===== config.mk =====
export PLATFORM = sky130hd
export DESIGN_NAME = midi_event_serializer
export DESIGN_NICKNAME = d
export VERILOG_FILES = /design/src/rtl/mes_pkg.sv /design/src/rtl/midi_event_serializer.sv /design/src/rtl/mes_front.sv /design/src/rtl/mes_queue.sv /design/src/rtl/mes_back.sv
export SDC_FILE = /design/constraint.sdc
export NUM_CORES = 1
export LEC_CHECK = 0
export BUFFER_PORTS_ARGS = -buffer_cell sky130_fd_sc_hd__buf_2
export CORE_AREA = 2 2 102 104
export DETAILED_ROUTE_END_ITERATION = 16
export DIE_AREA = 0 0 104 106
export PLACE_DENSITY = 0.93
export REMOVE_ABC_BUFFERS = 1
export SYNTH_ARGS = -nofsm -noshare
export SYNTH_HDL_FRONTEND = slang
export SYNTH_SLANG_ARGS = --single-unit

===== constraint.sdc =====
create_clock -name i_clk -period 6.3 [get_ports i_clk]
set_input_delay 1.26 -clock i_clk [delete_from_list [all_inputs] [get_ports i_clk]]
set_output_delay 1.26 -clock i_clk [all_outputs]
set_load 0.02 [all_outputs]

===== src/rtl/mes_pkg.sv =====
package mes_pkg;

    // Upper bound on argument bytes, and the number of argument fields present
    localparam int MAX_ARGS   = 2;
    localparam int ARG_FIELDS = 2;
    localparam logic [1:0] ARG_LIMIT =
        2'((MAX_ARGS < ARG_FIELDS) ? MAX_ARGS : ARG_FIELDS);

    localparam logic [31:0] DELTA_SAT  = 32'h0FFF_FFFF;
    localparam logic [27:0] LIM_4BYTE  = 28'h01F_FFFF;
    localparam logic [27:0] LIM_3BYTE  = 28'h000_3FFF;
    localparam logic [27:0] LIM_2BYTE  = 28'h000_007F;
    localparam logic [3:0]  CMD_NOTE_ON  = 4'h9;
    localparam logic [3:0]  CMD_NOTE_OFF = 4'h8;
    localparam logic [7:0]  CONT_BIT   = 8'h80;

    // Event queue between front and back
    localparam int Q_DEPTH = 2;
    localparam int Q_AW    = $clog2(Q_DEPTH);
    localparam int Q_CW    = $clog2(Q_DEPTH + 1);

    // Classified event, as the back end needs it
    typedef struct packed {
        logic        fail;     // room too small: one failure result
        logic [27:0] delta;    // saturated delta
        logic [1:0]  nd_m1;    // delta bytes minus one
        logic [7:0]  status;   // status after note-off rewrite
        logic [1:0]  count;    // argument bytes, saturated
        logic [7:0]  arg0;
        logic [7:0]  arg1;
    } t_event;

endpackage


===== src/rtl/midi_event_serializer.sv =====
// With the queue empty, an accepted item is written into the event queue, and its
//   first byte is then registered in the back end before it reaches the result ports.
// Throughput: one result per cycle while the queue holds an item; an item is one
//   byte (failure) to seven bytes on the back end's byte counter, so the byte sequencer sets the item rate.
// busy rises while the two-entry event queue is full.
// Reset (synchronous, active low) empties the queue and drops the strobe.
module midi_event_serializer
    import mes_pkg::*;
(
    input  logic        i_clk,
    input  logic        i_rst_n,
    input  logic        start,
    output logic        busy,
    input  logic [31:0] i_delta_frames,
    input  logic [7:0]  i_status_value,
    input  logic [1:0]  i_arg_count,
    input  logic [7:0]  i_arg_first,
    input  logic [7:0]  i_arg_second,
    input  logic [7:0]  i_room,
    output logic        o_strobe,
    output logic [7:0]  o_out_byte,
    output logic        o_last_byte,
    output logic        o_too_small
);

    t_event w_front_event;  // classified item from the front end
    t_event w_head_event;   // oldest queued item, being serialised
    logic   w_push;
    logic   w_pop;
    logic   w_empty;
    logic   w_full;

    // Item taken whenever the queue has room, even while bytes are streaming
    assign busy   = w_full;
    assign w_push = start && !w_full;

    // Front: saturate delta, size the VLQ, rewrite note-on, check room
    mes_front u_front (
        .i_delta_frames (i_delta_frames),
        .i_status_value (i_status_value),
        .i_arg_count    (i_arg_count),
        .i_arg_first    (i_arg_first),
        .i_arg_second   (i_arg_second),
        .i_room         (i_room),
        .o_event        (w_front_event)
    );

    // Short queue decouples acceptance from byte output
    mes_queue u_queue (
        .i_clk   (i_clk),
        .i_rst_n (i_rst_n),
        .i_push  (w_push),
        .i_event (w_front_event),
        .i_pop   (w_pop),
        .o_event (w_head_event),
        .o_empty (w_empty),
        .o_full  (w_full)
    );

    // Back: one byte per cycle while the queue holds an item, popping the item with its last byte
    mes_back u_back (
        .i_clk       (i_clk),
        .i_rst_n     (i_rst_n),
        .i_valid     (!w_empty),
        .i_event     (w_head_event),
        .o_pop       (w_pop),
        .o_strobe    (o_strobe),
        .o_out_byte  (o_out_byte),
        .o_last_byte (o_last_byte),
        .o_too_small (o_too_small)
    );

    // Failure result is a lone zero byte closing the item
    a_fail_shape: assert property (@(posedge i_clk) disable iff (!i_rst_n)
        o_strobe && o_too_small |-> o_last_byte && o_out_byte == 8'd0)
        else $error("failure result malformed");

    // Bytes of one item come out without gaps
    a_contiguous: assert property (@(posedge i_clk) disable iff (!i_rst_n)
        o_strobe && !o_last_byte |=> o_strobe)
        else $error("gap inside an item");

    // Queue fills only through an accepted item
    a_busy_rise: assert property (@(posedge i_clk) disable iff (!i_rst_n)
        $rose(busy) |-> $past(start))
        else $error("busy rose without an item");

    // Nothing popped from an empty queue
    a_no_underflow: assert property (@(posedge i_clk) disable iff (!i_rst_n)
        w_pop |-> !w_empty)
        else $error("queue underflow");

endmodule


===== src/rtl/mes_front.sv =====
module mes_front
    import mes_pkg::*;
(
    input  logic [31:0] i_delta_frames,
    input  logic [7:0]  i_status_value,
    input  logic [1:0]  i_arg_count,
    input  logic [7:0]  i_arg_first,
    input  logic [7:0]  i_arg_second,
    input  logic [7:0]  i_room,
    output t_event      o_event
);

    logic [27:0] w_delta;
    logic [1:0]  w_nd_m1;
    logic [1:0]  w_count;
    logic [7:0]  w_status;
    logic [2:0]  w_total;

    always_comb begin
        w_delta = (|i_delta_frames[31:28]) ? DELTA_SAT[27:0] : i_delta_frames[27:0];

        priority if (w_delta > LIM_4BYTE) begin
            w_nd_m1 = 2'd3;
        end else if (w_delta > LIM_3BYTE) begin
            w_nd_m1 = 2'd2;
        end else if (w_delta > LIM_2BYTE) begin
            w_nd_m1 = 2'd1;
        end else begin
            w_nd_m1 = 2'd0;
        end

        w_count = (i_arg_count > ARG_LIMIT) ? ARG_LIMIT : i_arg_count;

        // zero-velocity note-on goes out as note-off
        if (i_status_value[7:4] == CMD_NOTE_ON && w_count == 2'd2 && i_arg_second == 8'd0) begin
            w_status = {CMD_NOTE_OFF, i_status_value[3:0]};
        end else begin
            w_status = i_status_value;
        end

        w_total = 3'({1'b0, w_nd_m1}) + 3'd2 + 3'({1'b0, w_count});

        o_event.fail   = (i_room < {5'd0, w_total});
        o_event.delta  = w_delta;
        o_event.nd_m1  = w_nd_m1;
        o_event.status = w_status;
        o_event.count  = w_count;
        o_event.arg0   = i_arg_first;
        o_event.arg1   = i_arg_second;
    end

endmodule


===== src/rtl/mes_queue.sv =====
module mes_queue
    import mes_pkg::*;
(
    input  logic   i_clk,
    input  logic   i_rst_n,
    input  logic   i_push,
    input  t_event i_event,
    input  logic   i_pop,
    output t_event o_event,
    output logic   o_empty,
    output logic   o_full
);

    t_event            r_mem [Q_DEPTH];
    logic [Q_AW-1:0]   r_wr_ptr, n_wr_ptr;
    logic [Q_AW-1:0]   r_rd_ptr, n_rd_ptr;
    logic [Q_CW-1:0]   r_count, n_count;

    assign o_empty = (r_count == '0);
    assign o_full  = (r_count == Q_CW'(Q_DEPTH));
    assign o_event = r_mem[r_rd_ptr];

    function automatic logic [Q_AW-1:0] ptr_inc(input logic [Q_AW-1:0] p);
        ptr_inc = (p == Q_AW'(Q_DEPTH - 1)) ? '0 : p + 1'b1;
    endfunction

    always_comb begin
        n_wr_ptr = i_push ? ptr_inc(r_wr_ptr) : r_wr_ptr;
        n_rd_ptr = i_pop  ? ptr_inc(r_rd_ptr) : r_rd_ptr;
        n_count  = r_count + Q_CW'(i_push) - Q_CW'(i_pop);
    end

    always_ff @(posedge i_clk) begin
        if (!i_rst_n) begin
            r_wr_ptr <= '0;
            r_rd_ptr <= '0;
            r_count  <= '0;
        end else begin
            r_wr_ptr <= n_wr_ptr;
            r_rd_ptr <= n_rd_ptr;
            r_count  <= n_count;
        end
    end

    always_ff @(posedge i_clk) begin
        if (i_push) begin
            r_mem[r_wr_ptr] <= i_event;
        end
    end

endmodule


===== src/rtl/mes_back.sv =====
module mes_back
    import mes_pkg::*;
(
    input  logic       i_clk,
    input  logic       i_rst_n,
    input  logic       i_valid,
    input  t_event     i_event,
    output logic       o_pop,
    output logic       o_strobe,
    output logic [7:0] o_out_byte,
    output logic       o_last_byte,
    output logic       o_too_small
);

    logic [2:0] r_idx, n_idx;
    logic       r_strobe;
    logic [7:0] r_byte, n_byte;
    logic       r_last, n_last;
    logic       r_small;
    logic [2:0] w_total_m1;
    logic [1:0] w_rem;
    logic [6:0] w_group;

    always_comb begin
        w_total_m1 = 3'({1'b0, i_event.nd_m1}) + 3'd1 + 3'({1'b0, i_event.count});
        w_rem      = i_event.nd_m1 - r_idx[1:0];

        unique case (w_rem)
            2'd0: w_group = i_event.delta[6:0];
            2'd1: w_group = i_event.delta[13:7];
            2'd2: w_group = i_event.delta[20:14];
            2'd3: w_group = i_event.delta[27:21];
            default: w_group = '0;
        endcase

        priority if (i_event.fail) begin
            n_byte = 8'd0;
        end else if (r_idx <= 3'({1'b0, i_event.nd_m1})) begin
            n_byte = {(w_rem != 2'd0), w_group};
        end else if (r_idx == 3'({1'b0, i_event.nd_m1}) + 3'd1) begin
            n_byte = i_event.status;
        end else if (r_idx == 3'({1'b0, i_event.nd_m1}) + 3'd2) begin
            n_byte = i_event.arg0;
        end else begin
            n_byte = i_event.arg1;
        end

        n_last = i_event.fail || (r_idx == w_total_m1);
        o_pop  = i_valid && n_last;
        n_idx  = !i_valid ? r_idx : (n_last ? 3'd0 : r_idx + 3'd1);
    end

    always_ff @(posedge i_clk) begin
        if (!i_rst_n) begin
            r_idx    <= '0;
            r_strobe <= 1'b0;
        end else begin
            r_idx    <= n_idx;
            r_strobe <= i_valid;
        end
    end

    always_ff @(posedge i_clk) begin
        if (i_valid) begin
            r_byte  <= n_byte;
            r_last  <= n_last;
            r_small <= i_event.fail;
        end
    end

    assign o_strobe    = r_strobe;
    assign o_out_byte  = r_byte;
    assign o_last_byte = r_last;
    assign o_too_small = r_small;

endmodule


Word level (Yosys, flattened, before mapping) --
Memories as Yosys holds them, arrays and structs flattened. A register that Yosys moved wholly into a read port is not among the register bits. Index checks and enable logic that the tools add are counted.
Word-level totals: word-level logic and storage cells 64, bits in writable memories 114, flip-flop bits (word level) 18, input bits 69, memories 1
Operators by class: muxes and demuxes 17, order comparisons 6, equality and inequality tests 9, add/subtract/negate cells 11, reduce and logical (&&, ||, !) cells 12
Memory list:
- u_queue.r_mem | depth 2, width 57, read ports 1, clocked after memory_dff 1, write ports 1, RTL line mes_queue.sv:14 | t_event r_mem [Q_DEPTH];
Operators by type and width (count):
- $mux W8 | 4
- $gt A28 B14 Y1 const B | 1
- $gt A28 B21 Y1 const B | 1
- $gt A28 B7 Y1 const B | 1
- $mux W28 | 1
- $pmux W7 S4 | 1
- $eq A3 B3 Y1 | 3
- $eq A2 B2 Y1 const B | 4
- $logic_not A8 Y1 | 1
- $lt A8 B3 Y1 | 1
- $mux W1 | 7
- $add A2 B2 Y3 const B | 2
- $add A3 B2 Y3 | 2
- $mux W2 | 3
- $eq A4 B4 Y1 const B | 1
- $logic_and A1 B1 Y1 | 4
- $logic_not A2 Y1 | 2
- $reduce_or A4 Y1 | 1
- $add A2 B1 Y3 const B | 1
- $add A3 B1 Y3 const B | 1
- $le A3 B2 Y1 | 1
- $mux W3 | 1
- $add A1 B1 Y1 const B | 2
- $add A2 B1 Y2 | 1
- other kinds (7) | 8

Logic depth before layout (Yosys ltp) --
Gate-level depths: netlist of the first run.
word-level depth 9, gate-level depth with buffers 18, depth with buffers taken out 15

Modules after synthesis --
A second synthesis of the first run with hierarchy kept.
Second synthesis, totals: cells, all modules 395, area total of the unflattened synthesis 6314.8 um2
By module, submodules not included:
- mes_queue | cells an instance 198, sequential area each 3523.4 um2, instances 1, area an instance 4458.0 um2
- mes_back | cells an instance 107, sequential area each 380.4 um2, instances 1, area an instance 1213.7 um2
- mes_front | cells an instance 88, sequential area each 0.0 um2, instances 1, area an instance 625.6 um2
- midi_event_serializer | cells an instance 2, sequential area each 0.0 um2, instances 1, area an instance 17.5 um2

Worst setup path before layout of the first run --
Ideal clock, no wire load.
path type input -> register, from in start, to mem u_queue.r_mem[0][0] in the netlist's numbering, enable pin, data arrival time 3.749 ns, stages 2, slack 2.078 ns, required time 5.827 ns, library setup time 0.473 ns, cell sequence nand2_1 nor2_1
On the way: word-level cells in the longest chain between the ends 3
Ends and longest elaborated chain:
- from (decl) | RTL line midi_event_serializer.sv:12 | input logic start,
- $logic_and A1 B1 Y1 | RTL line midi_event_serializer.sv:35 | assign w_push = start && !w_full;
- $mux W1 | RTL line mes_queue.sv:46 | if (i_push) begin
- $mux W1 (implied by the code) | RTL line mes_queue.sv:47 | r_mem[r_wr_ptr] <= i_event;
- to (decl) | RTL line mes_queue.sv:14
Every way passes these cells.

==> results of run 1 <==
==> per-layer routing <==
metal	vias up	GRT usage [%]	share of wire, %
li1	1557	-	-
met1	1735	29.7	40
met2	169	39.3	51
met3	28	5.52	6.5
met4	0	11.0	2.9
met5	-	0	0
==> sequential cells by signal, indices dropped and copies added, names as in the netlist, 2 cells and up, named ones only <==
signal and cells:
u_back.o_out_byte 8, u_back.r_idx 3, u_queue.r_count 2, u_queue.r_mem 114
==> final cells by class <==
type	count	area [sq um]	share of cell area [%]
clock buffer	18	418	6.05
tap	136	170	2.46
multi-input combinational	195	1760	25.4
timing repair buffer	84	430	6.23
sequential	133	3910	56.5
inverter	14	52.6	0.761
clock inverter	14	175	2.54
==> layout by cell type, fill, tap and decap left out, types with 5 or more instances in the layout <==
cell type and n:
nor2_1 5, mux4_2 14, buf_2 80, nand2_1 11, and2_1 5, a21oi_1 9, dfxtp_1 8, xnor2_1 5
inv_1 13, ha_1 13, xor2_1 5, mux2i_1 13, o21ai_1 8, nand2b_1 31, clkbuf_16 16, nor2b_1 8
nand3_1 6, edfxtp_1 124
==> worst max-delay path, delay by kind of cell <==
family	cells	cell delay (ps)
AO/OA/AOI/OAI	2	710
adder cells (fa/ha/maj)	3	680
buffers and inverters	4	540
AND/OR/NAND/NOR	4	1180
==> through the flow <==
stage / std cells / instance area (sq um)
after detailed placement: 562 / 6310
after floorplan: 342 / 5700
final: 594 / 6910
after global placement: 562 / 6310
after CTS: 594 / 6910
after global routing: 594 / 6910
==> power by group <==
| group | total [mW] | switching, mW | internal [mW] |
|---|---|---|---|
| registers | 1.17 | 0.0601 | 1.11 |
| logic | 0.544 | 0.329 | 0.215 |
| clock network | 0.992 | 0.385 | 0.607 |
==> worst paths after layout <==
check	slack, ps	endpoint
max	2160	u_queue.r_mem[0][56]
min	560	u_back.r_idx[1]
max reg2reg	2260	u_back.o_out_byte[3]
min reg2reg	560	u_back.r_idx[1]
==> cell families after synthesis <==
family	Yosys count	synth area share, %
flip-flops	133	67.2
multiplexers	37	10.2
buffers and inverters	33	2.76
adder cells (fa/ha/maj)	14	3.15
AND/OR/NAND/NOR	91	9.22
AO/OA/AOI/OAI	41	5.22
XOR/XNOR	12	2.20
==> key figures, run 1 <==
Outcome
  • Status: finished, final reports clean

Floorplan
  • Die width: roughly 100 microns
  • IO Pins: slightly above 80
  • Floorplan Core Area: between 0.009 and 0.01 sq mm
  • Die H: 106 microns
  • Initial Util: between 50% and 60%
  • Die ar.: 0.0110 sq mm
  • Row count: 37

Logic synthesis
  • Top cells by count, synth: edfxtp_1 (124), nand2b_1 (31), mux4_2 (14)
  • Most used flip-flop cell after synthesis: edfxtp_1
  • Synth Cell Area: between 0.005 and 0.006 sq mm
  • Post-synthesis cell type count: 54
  • Avg Cell Area, Syn: 16.1 sq um
  • Post-synth ARST share: 0%
  • Yosys top cell area share: between 60% and 70%
  • Seq/Total Area, Yosys: about two thirds
  • Top cell type by total area after synthesis: edfxtp_1
  • Synth top area cells: edfxtp_1 (64%), mux4_2 (5.4%), nand2b_1 (3.3%), dfxtp_1 (3.1%), ha_1 (2.8%)
  • Post-synthesis cell count: about 360
  • Cell with the most instances after synthesis: edfxtp_1
  • Post-synth EDFFs: between 100 and 150
  • Synth Register Bits: approximately 130
  • Yosys warnings: 0

Worst setup path
  • CP arrival: about 4400 ps
  • Crit-path cells: buf_2 > nor4_2 > buf_4 > nand2b_1 > nor4_1 > and3_1 > ha_1 > inv_1 > ha_1 > inv_1 > ha_1 > a21o_1 > a2111oi_0
  • R2R cell count: 8
  • Worst Setup End Kind: register
  • Largest stage delay, worst path: approximately 550 ps
  • Data required, critical path: 6560 ps
  • Crit-path max FO: 29
  • Worst Setup SP: i_delta_frames[29]
  • Critical path class: in -> reg
  • Crit-path slowest cell: a2111oi_0
  • CP Launch Type: input port
  • Crit path top cell by count: ha_1

Route
  • DR vias: 3489
  • First DRT Iteration DRCs: roughly 330
  • Final wirelength: 12.3 mm
  • WL per Instance: about 21 microns
  • Residual DRC count: 0
  • Detailed Routing Iterations Pass 1: 7
  • Final ANT Viol Nets: 0
  • Vias per inst: 5.87

Min path
  • Launch point of the worst hold path: u_back.r_idx[1]
  • Hold path cells: 2
  • Hold Crit Class: reg -> reg

Pwr
  • Design Power: about 2.7 mW
  • Power Density: 391 mW/mm^2
  • VDD IR max: 228 uV
  • Leak: around 2.3 nW

Flow run
  • Maxcap violations: 0

GRT
  • Total global-route track usage: roughly a quarter
  • Global route overflow: 0
  • First-pass GRT wire length: 19.3 mm
  • Vias in the first global route: between 3000 and 4000
  • Initial antenna violation count: 0
  • Pin count of the biggest net entering global routing: ~60

STA
  • Final Slew Violations: 0
  • Fmax: ~240 MHz
  • Max_slew headroom: 28.8%
  • Slew @ Worst Pin: 1060 ps
  • Worst hold slack: roughly 560 ps
  • PnR worst setup slack: ~2200 ps
  • Final Skew: around 10 ps
  • Fin crit share: between 60% and 70%
  • Fin crit period: between 4000 and 5000 ps
  • Final Hold Viols: 0
  • Final setup fails: 0
  • Sum Neg Setup Slack: 0 ps
  • RSZ-0062 raised after global routing: false

Cells and area
  • Fraction of layout cells with a size suffix above 1: about a third
  • Antenna diode count: 0
  • # fillers: 646
  • Area grow syn2layout: 19.0%
  • Final core utilization: 69.1%
  • Nets: 528

Placement
  • PortBufs: 80
  • Detail Placement HPWL: 7.83 mm
  • Dpl ws: about 1800 ps
  • GP Congestion: between 0.8 and 0.9

CTS
  • Worst skew pair latency: about 530 ps
  • CTS Buf Count: 17
  • Clock sink count: between 100 and 150
  • CTS Buffer Depth: 2
  • Post-CTS Setup Inserts: 0
  • Worst-path clk slew: 60 ps
  • Root buf cell: clkbuf_8
  • Post_cts resized: 0
  • Post-CTS Hold Fix Bufs: 0
  • H-Tree Level Count: 4
  • CTS tree: done
Power figures use the tool's default switching activity.
==> run 2: changes to the inputs <==
--- a/config.mk
+++ b/config.mk
@@ -5,11 +5,12 @@
 export SDC_FILE = /design/constraint.sdc
 export NUM_CORES = 1
 export LEC_CHECK = 0
+export ABC_AREA = 1
 export BUFFER_PORTS_ARGS = -buffer_cell sky130_fd_sc_hd__buf_2
-export CORE_AREA = 2 2 102 104
+export CORE_AREA = 2 2 106 108
 export DETAILED_ROUTE_END_ITERATION = 16
-export DIE_AREA = 0 0 104 106
-export PLACE_DENSITY = 0.93
+export DIE_AREA = 0 0 108 110
+export PLACE_DENSITY = 0.91
 export REMOVE_ABC_BUFFERS = 1
 export SYNTH_ARGS = -nofsm -noshare
 export SYNTH_HDL_FRONTEND = slang
==> constraint.sdc (replaced) <==
create_clock -name i_clk -period 4.02 [get_ports i_clk]
set_input_delay 0.804 -clock i_clk [delete_from_list [all_inputs] [get_ports i_clk]]
set_output_delay 0.804 -clock i_clk [all_outputs]
set_load 0.02 [all_outputs]
==> key figures, run 2 <==
Logic synthesis
  • Yosys warnings: 0
  • Post-synth ARST share: 0%
  • Synth Cell Area: between 0.006 and 0.007 sq mm
  • Top cell type by total area after synthesis: edfxtp_1
  • Seq/Total Area, Yosys: 64.2%
  • Top cells by count, synth: nand2_1 (197), edfxtp_1 (124), inv_1 (56), nor2_1 (44), nand3_1 (23)
  • Most used flip-flop cell after synthesis: edfxtp_1
  • Synth Register Bits: 133
  • Avg Cell Area, Syn: around 10 sq um
  • Cell with the most instances after synthesis: nand2_1
  • Post-synth EDFFs: 124
  • Post-synthesis cell count: 591
  • Synth top area cells: edfxtp_1 (61%), nand2_1 (12%), inv_1 (3.5%), dfxtp_1 (3.0%), nor2_1 (2.7%)
  • Post-synthesis cell type count: 35
  • Yosys top cell area share: 61.2%

Worst setup path
  • R2R cell count: 19
  • CP arrival: roughly 4000 ps
  • Data required, critical path: 4430 ps
  • CP Launch Type: register
  • Worst Setup End Kind: register
  • Crit-path max FO: 26
  • Critical path class: reg -> reg

GRT
  • Pin count of the biggest net entering global routing: 58
  • GRT met3 Usage: around 4.8%
  • Top Usage Layer GRT: met2
  • Met1 Track Usage GR: 27.9%
  • First-pass GRT wire length: 21.7 mm
  • Global route overflow: 0
  • Vias in the first global route: about 4600
  • Initial antenna violation count: 0
  • Total global-route track usage: roughly 24%
  • Met2 usage: around 44%

Min path
  • Hold Crit Class: in -> reg
  • Hold path cells: 1

Cells and area
  • Max FFs per register: approximately 110
  • Antenna diode count: 0
  • # fillers: approximately 750
  • Register area: between 0.003 and 0.004 sq mm
  • Commonest non-fill, non-tap cell in the layout: nand2_1
  • Area grow syn2layout: 18.1%
  • Commonest non-fill, non-tap cells in the layout: nand2_1 (197), edfxtp_1 (124), buf_2 (80), inv_1 (56), nor2_1 (42)
  • Nets: between 700 and 800
  • Footprint of the multi-input gates: around 0.0019 sq mm
  • Fraction of layout cells with a size suffix above 1: 22.0%
  • Largest Register: u_queue.r_mem

Floorplan
  • Die ar.: between 0.01 and 0.015 sq mm
  • Row count: 38
  • Die width: approximately 110 microns
  • Initial Util: 56.9%
  • IO Pins: 81
  • Die H: roughly 110 microns
  • Floorplan Core Area: around 0.011 sq mm

Placement
  • GP Congestion: 0.790
  • PortBufs: 80
  • Dpl ws: 483 ps
  • Detail Placement HPWL: approximately 9.0 mm

Route
  • Detailed Routing Iterations Pass 1: 7
  • First DRT Iteration DRCs: ~500
  • Vias per inst: 5.55
  • DR vias: between 4000 and 5000
  • Final ANT Viol Nets: 0
  • WL per Instance: about 17 microns
  • Residual DRC count: 0
  • Final wirelength: between 10 and 15 mm

STA
  • Final Hold Viols: 0
  • Fin crit share: between 80% and 90%
  • Final Slew Violations: 0
  • Fmax: ~280 MHz
  • Sum Neg Setup Slack: 0 ps
  • Final Skew: ~6.7 ps
  • Final setup fails: 0
  • Fin crit period: approximately 3600 ps
  • RSZ-0062 raised after global routing: false
  • Max_slew headroom: about two fifths
  • PnR worst setup slack: 409 ps
  • Slew @ Worst Pin: 910 ps

CTS
  • CTS Buffer Depth: 2
  • Worst-path clk slew: ~60 ps
  • CTS Buf Count: 17
  • Post-CTS Setup Inserts: 0
  • Root buf cell: clkbuf_8
  • CTS tree: done
  • Worst skew pair latency: 520 ps
  • Post_cts resized: 0
  • H-Tree Level Count: 4
  • Post-CTS Hold Fix Bufs: 0
  • Clock sink count: around 130

Pwr
  • VDD IR max: about 330 uV
  • Leak: 2.98 nW
  • Power Density: 646 mW/mm^2

Outcome
  • Status: finished, final reports clean

Flow run
  • Maxcap violations: 0
-- run 2: changes by cell type after synthesis, sizes merged, moves of 9 or more --
cell    change
mux4       -16
nand2b     -31
nor2       +40
nand3      +19
nand2     +190
inv        +46
o21ai       +9
or2        +19
-- run 2: cell families (layout without fill, tap and decap cells) --
group / after synthesis / count (layout) / share of synthesized area [%]
compound gates: 43 / 43 / 3.99
buf+inv: 82 / 178 / 5.68
fa+ha+maj: 14 / 14 / 3.00
mux: 7 / 7 / 1.15
simple gates: 305 / 305 / 21.0
xor+xnor: 7 / 7 / 1.01
flops: 133 / 133 / 64.2
-- run 2: worst max-delay path, cell delays in order, from the launching register on --
cell and delay (ps):
dfxtp_2 400, buf_4 340, nand2_1 170, nand2_1 130
inv_1 50, ha_1 290, inv_1 70, fa_1 470
xnor2_1 220, nor2_1 90, nand3_1 100, nand2_2 90
nand2_1 100, inv_1 70, ha_1 270, inv_1 40
ha_1 180, xor2_1 160, o21ai_0 180, a21oi_1 60
-- run 2: metal layers --
layer | routed length, microns | part of all wire (%)
met2 | 7140 | 52
met4 | 450 | 3.3
met5 | 0 | 0
met1 | 5140 | 37
met3 | 1050 | 7.6
-- run 2: final timing paths --
path	start	endpoint	slack (ps)
max reg2reg	register	u_queue.r_count[1]	410
min	i_status_value[0]	u_queue.r_mem[0][18]	470
min reg2reg	u_queue.r_count[1]	u_queue.r_count[1]	490
max	register	u_queue.r_count[1]	410
-- run 2: per-stage QoR --
step,instances,hold slack [ps],cell area [sq um],total power [mW],util [%]
5_1_grt,827,471,7180,4.86,67.2
4_1_cts,827,456,7180,4.63,67.2
3_3_place_gp,796,453,6610,3.04,61.8
3_5_place_dp,796,490,6610,3.11,61.8
2_1_floorplan,570,444,5970,2.70,-
6_report,827,472,7180,4.64,67.2
-- run 2: final cells by class --
class | count | share of cell area, %
timing repair buffer | 86 | 6.20
multi-input combinational | 376 | 25.8
clock buffer | 17 | 5.76
inverter | 61 | 3.24
tap | 140 | 2.44
clock inverter | 14 | 2.25
sequential | 133 | 54.4
-- run 2: report_power, final --
group / switching [mW] / internal [mW]
registers: 0.0724 / 1.76
logic: 0.927 / 0.380
clock network: 0.566 / 0.935
total: 1.57 / 3.07
==> run 3: changes to the inputs <==
--- a/config.mk
+++ b/config.mk
@@ -11,7 +11,6 @@
 export DETAILED_ROUTE_END_ITERATION = 16
 export DIE_AREA = 0 0 108 110
 export PLACE_DENSITY = 0.91
-export REMOVE_ABC_BUFFERS = 1
 export SYNTH_ARGS = -nofsm -noshare
 export SYNTH_HDL_FRONTEND = slang
 export SYNTH_SLANG_ARGS = --single-unit
==> key figures, run 3 (synthesis results as in run 2) <==
Outcome
  • Status: finished, final reports clean

GRT
  • First-pass GRT wire length: ~23 mm
  • Total global-route track usage: between 20% and 30%
  • Vias in the first global route: approximately 4500
  • Initial antenna violation count: 0
  • Global route overflow: 0
  • Pin count of the biggest net entering global routing: 58

Cells and area
  • Fraction of layout cells with a size suffix above 1: ~22%
  • Commonest non-fill, non-tap cells in the layout: nand2_1 (197), edfxtp_1 (124), buf_2 (80), inv_1 (56), nor2_1 (42)
  • Nets: about 760
  • Cell Count, Final, Fillers Out: just over 800
  • Commonest non-fill, non-tap cell in the layout: nand2_1
  • Area grow syn2layout: 19.5%
  • Largest Register: u_queue.r_mem
  • Antenna diode count: 0
  • Max FFs per register: around 110

CTS
  • Post-CTS Hold Fix Bufs: 0
  • Worst skew pair latency: roughly 540 ps
  • CTS Buffer Depth: 2
  • CTS Buf Count: 17
  • Post_cts resized: 0
  • H-Tree Level Count: 4
  • Post-CTS Setup Inserts: 0
  • CTS tree: done
  • Root buf cell: clkbuf_8
  • Worst-path clk slew: around 60 ps
  • Clock sink count: between 100 and 150

Floorplan
  • Floorplan Core Area: between 0.01 and 0.015 sq mm
  • Die width: approximately 110 microns
  • Initial Util: roughly 57%
  • IO Pins: roughly 80
  • Row count: 38
  • Die H: about 110 microns
  • Die ar.: 0.0119 sq mm

Min path
  • Hold Crit Class: in -> reg
  • Hold path cells: 1
  • Launch point of the worst hold path: i_arg_first[4]
  • WHS Endpoint: u_queue.r_mem[1][12]

Placement
  • GP Congestion: approximately 0.92
  • Detail Placement HPWL: approximately 9.1 mm
  • Dpl ws: ~340 ps
  • Placed insts: 795
  • PortBufs: 80

STA
  • Fmax: about 270 MHz
  • Fin crit period: 3710 ps
  • Fin crit share: 92.3%
  • Final Slew Violations: 0
  • PnR worst setup slack: 312 ps
  • RSZ-0062 raised after global routing: false
  • Slew @ Worst Pin: about 960 ps
  • Final setup fails: 0
  • Final Hold Viols: 0
  • Max_slew headroom: around a third
  • Final Skew: 12.3 ps
  • Sum Neg Setup Slack: 0 ps

Pwr
  • VDD IR max: about 410 uV
  • Power Density: 670 mW/mm^2
  • Leak: slightly above 3 nW
  • Design Power: ~4.9 mW

Worst setup path
  • Crit-path slowest cell: dfxtp_2
  • Critical path class: reg -> reg
  • Minimum setup slack among reg-to-reg paths: just over 300 ps
  • Data required, critical path: ~4400 ps
  • Largest stage delay, worst path: 540 ps
  • R2R cell count: 19
  • Crit path top cell by count: inv_1
  • Worst reg2reg endpoint: u_queue.r_count[1]
  • Crit-path cells: inv_2 > or2_2 > o21ai_1 > inv_1 > ha_1 > inv_1 > fa_1 > xnor2_1 > nor2_1 > nand3_1 > nand2_2 > nand2_1 > inv_1 > ha_1 > inv_1 > ha_1 > xor2_1 > o21ai_0 > a21oi_1
  • CP delay by family, top: adder cells
  • WP buf/inv: 5
  • Worst Setup End Kind: register
  • Crit-path max FO: 18
  • CP Launch Type: register
  • CP arrival: just over 4000 ps

Route
  • Final ANT Viol Nets: 0
  • Detailed Routing Iterations Pass 1: 8
  • First DRT Iteration DRCs: between 600 and 700
  • Residual DRC count: 0
  • DR vias: around 4600
  • WL per Instance: ~18 microns
  • Vias per inst: ~5.6
  • Final wirelength: 14.5 mm

Logic synthesis
  • Synthesized Nets: ~670

Flow run
  • Maxcap violations: 0
## run 3: changes by cell type in the layout (fill, tap and decap cells not counted), sizes merged
| cell | previous run | this run |
|---|---|---|
| bufinv | 3 | 6 |
| clkbuf | 17 | 19 |
| clkinv | 8 | 6 |
| buf | 86 | 85 |
| clkinvlp | 3 | 2 |
| inv | 61 | 60 |
## run 3: how the worst max path moves through the flow
stage | start | to | slack, ps | cells after the start
global route | register | u_queue.r_count[1] | 4 | 19
CTS | register | u_queue.r_count[1] | 320 | 19
floorplan | start | u_queue.r_mem[0][0] | 160 | 2
detailed placement | register | u_queue.r_count[1] | 340 | 19
global placement | register | u_queue.r_count[1] | 500 | 19
finish | register | u_queue.r_count[1] | 310 | 19
## run 3: per-layer routing
| layer | wire length (microns) | track usage [%] | vias to the layer above |
|---|---|---|---|
| met5 | 0 | 0 | - |
| met2 | 7320 | 44.7 | 297 |
| met4 | 489 | 10.3 | 0 |
| li1 | - | - | 2124 |
| met1 | 5580 | 31.1 | 2171 |
| met3 | 1100 | 6.17 | 52 |
## run 3: layout make-up
class,instances,area (sq um)
timing repair buffer,85,438
inverter,61,233
tap,140,175
multi-input combinational,376,1850
clock inverter,13,228
clock buffer,19,442
fill,713,3430
sequential,133,3910
## run 3: report_power, final
group / switching [mW] / total, mW / internal [mW] / leakage (nW)
Clock: 0.572 / 1.74 / 1.16 / 0.324
Sequential: 0.0856 / 1.84 / 1.76 / 1.09
Combinational: 0.922 / 1.30 / 0.373 / 1.61
Total: 1.58 / 4.87 / 3.30 / 3.03
## run 3: stage by stage
step | hold WS, ps | util, % | cell area, sq um
2_1_floorplan | 444 | - | 6080
3_3_place_gp | 457 | 61.7 | 6600
3_5_place_dp | 484 | 61.7 | 6600
4_1_cts | 446 | 68.0 | 7270
5_1_grt | 449 | 68.0 | 7270
6_report | 455 | 68.0 | 7270
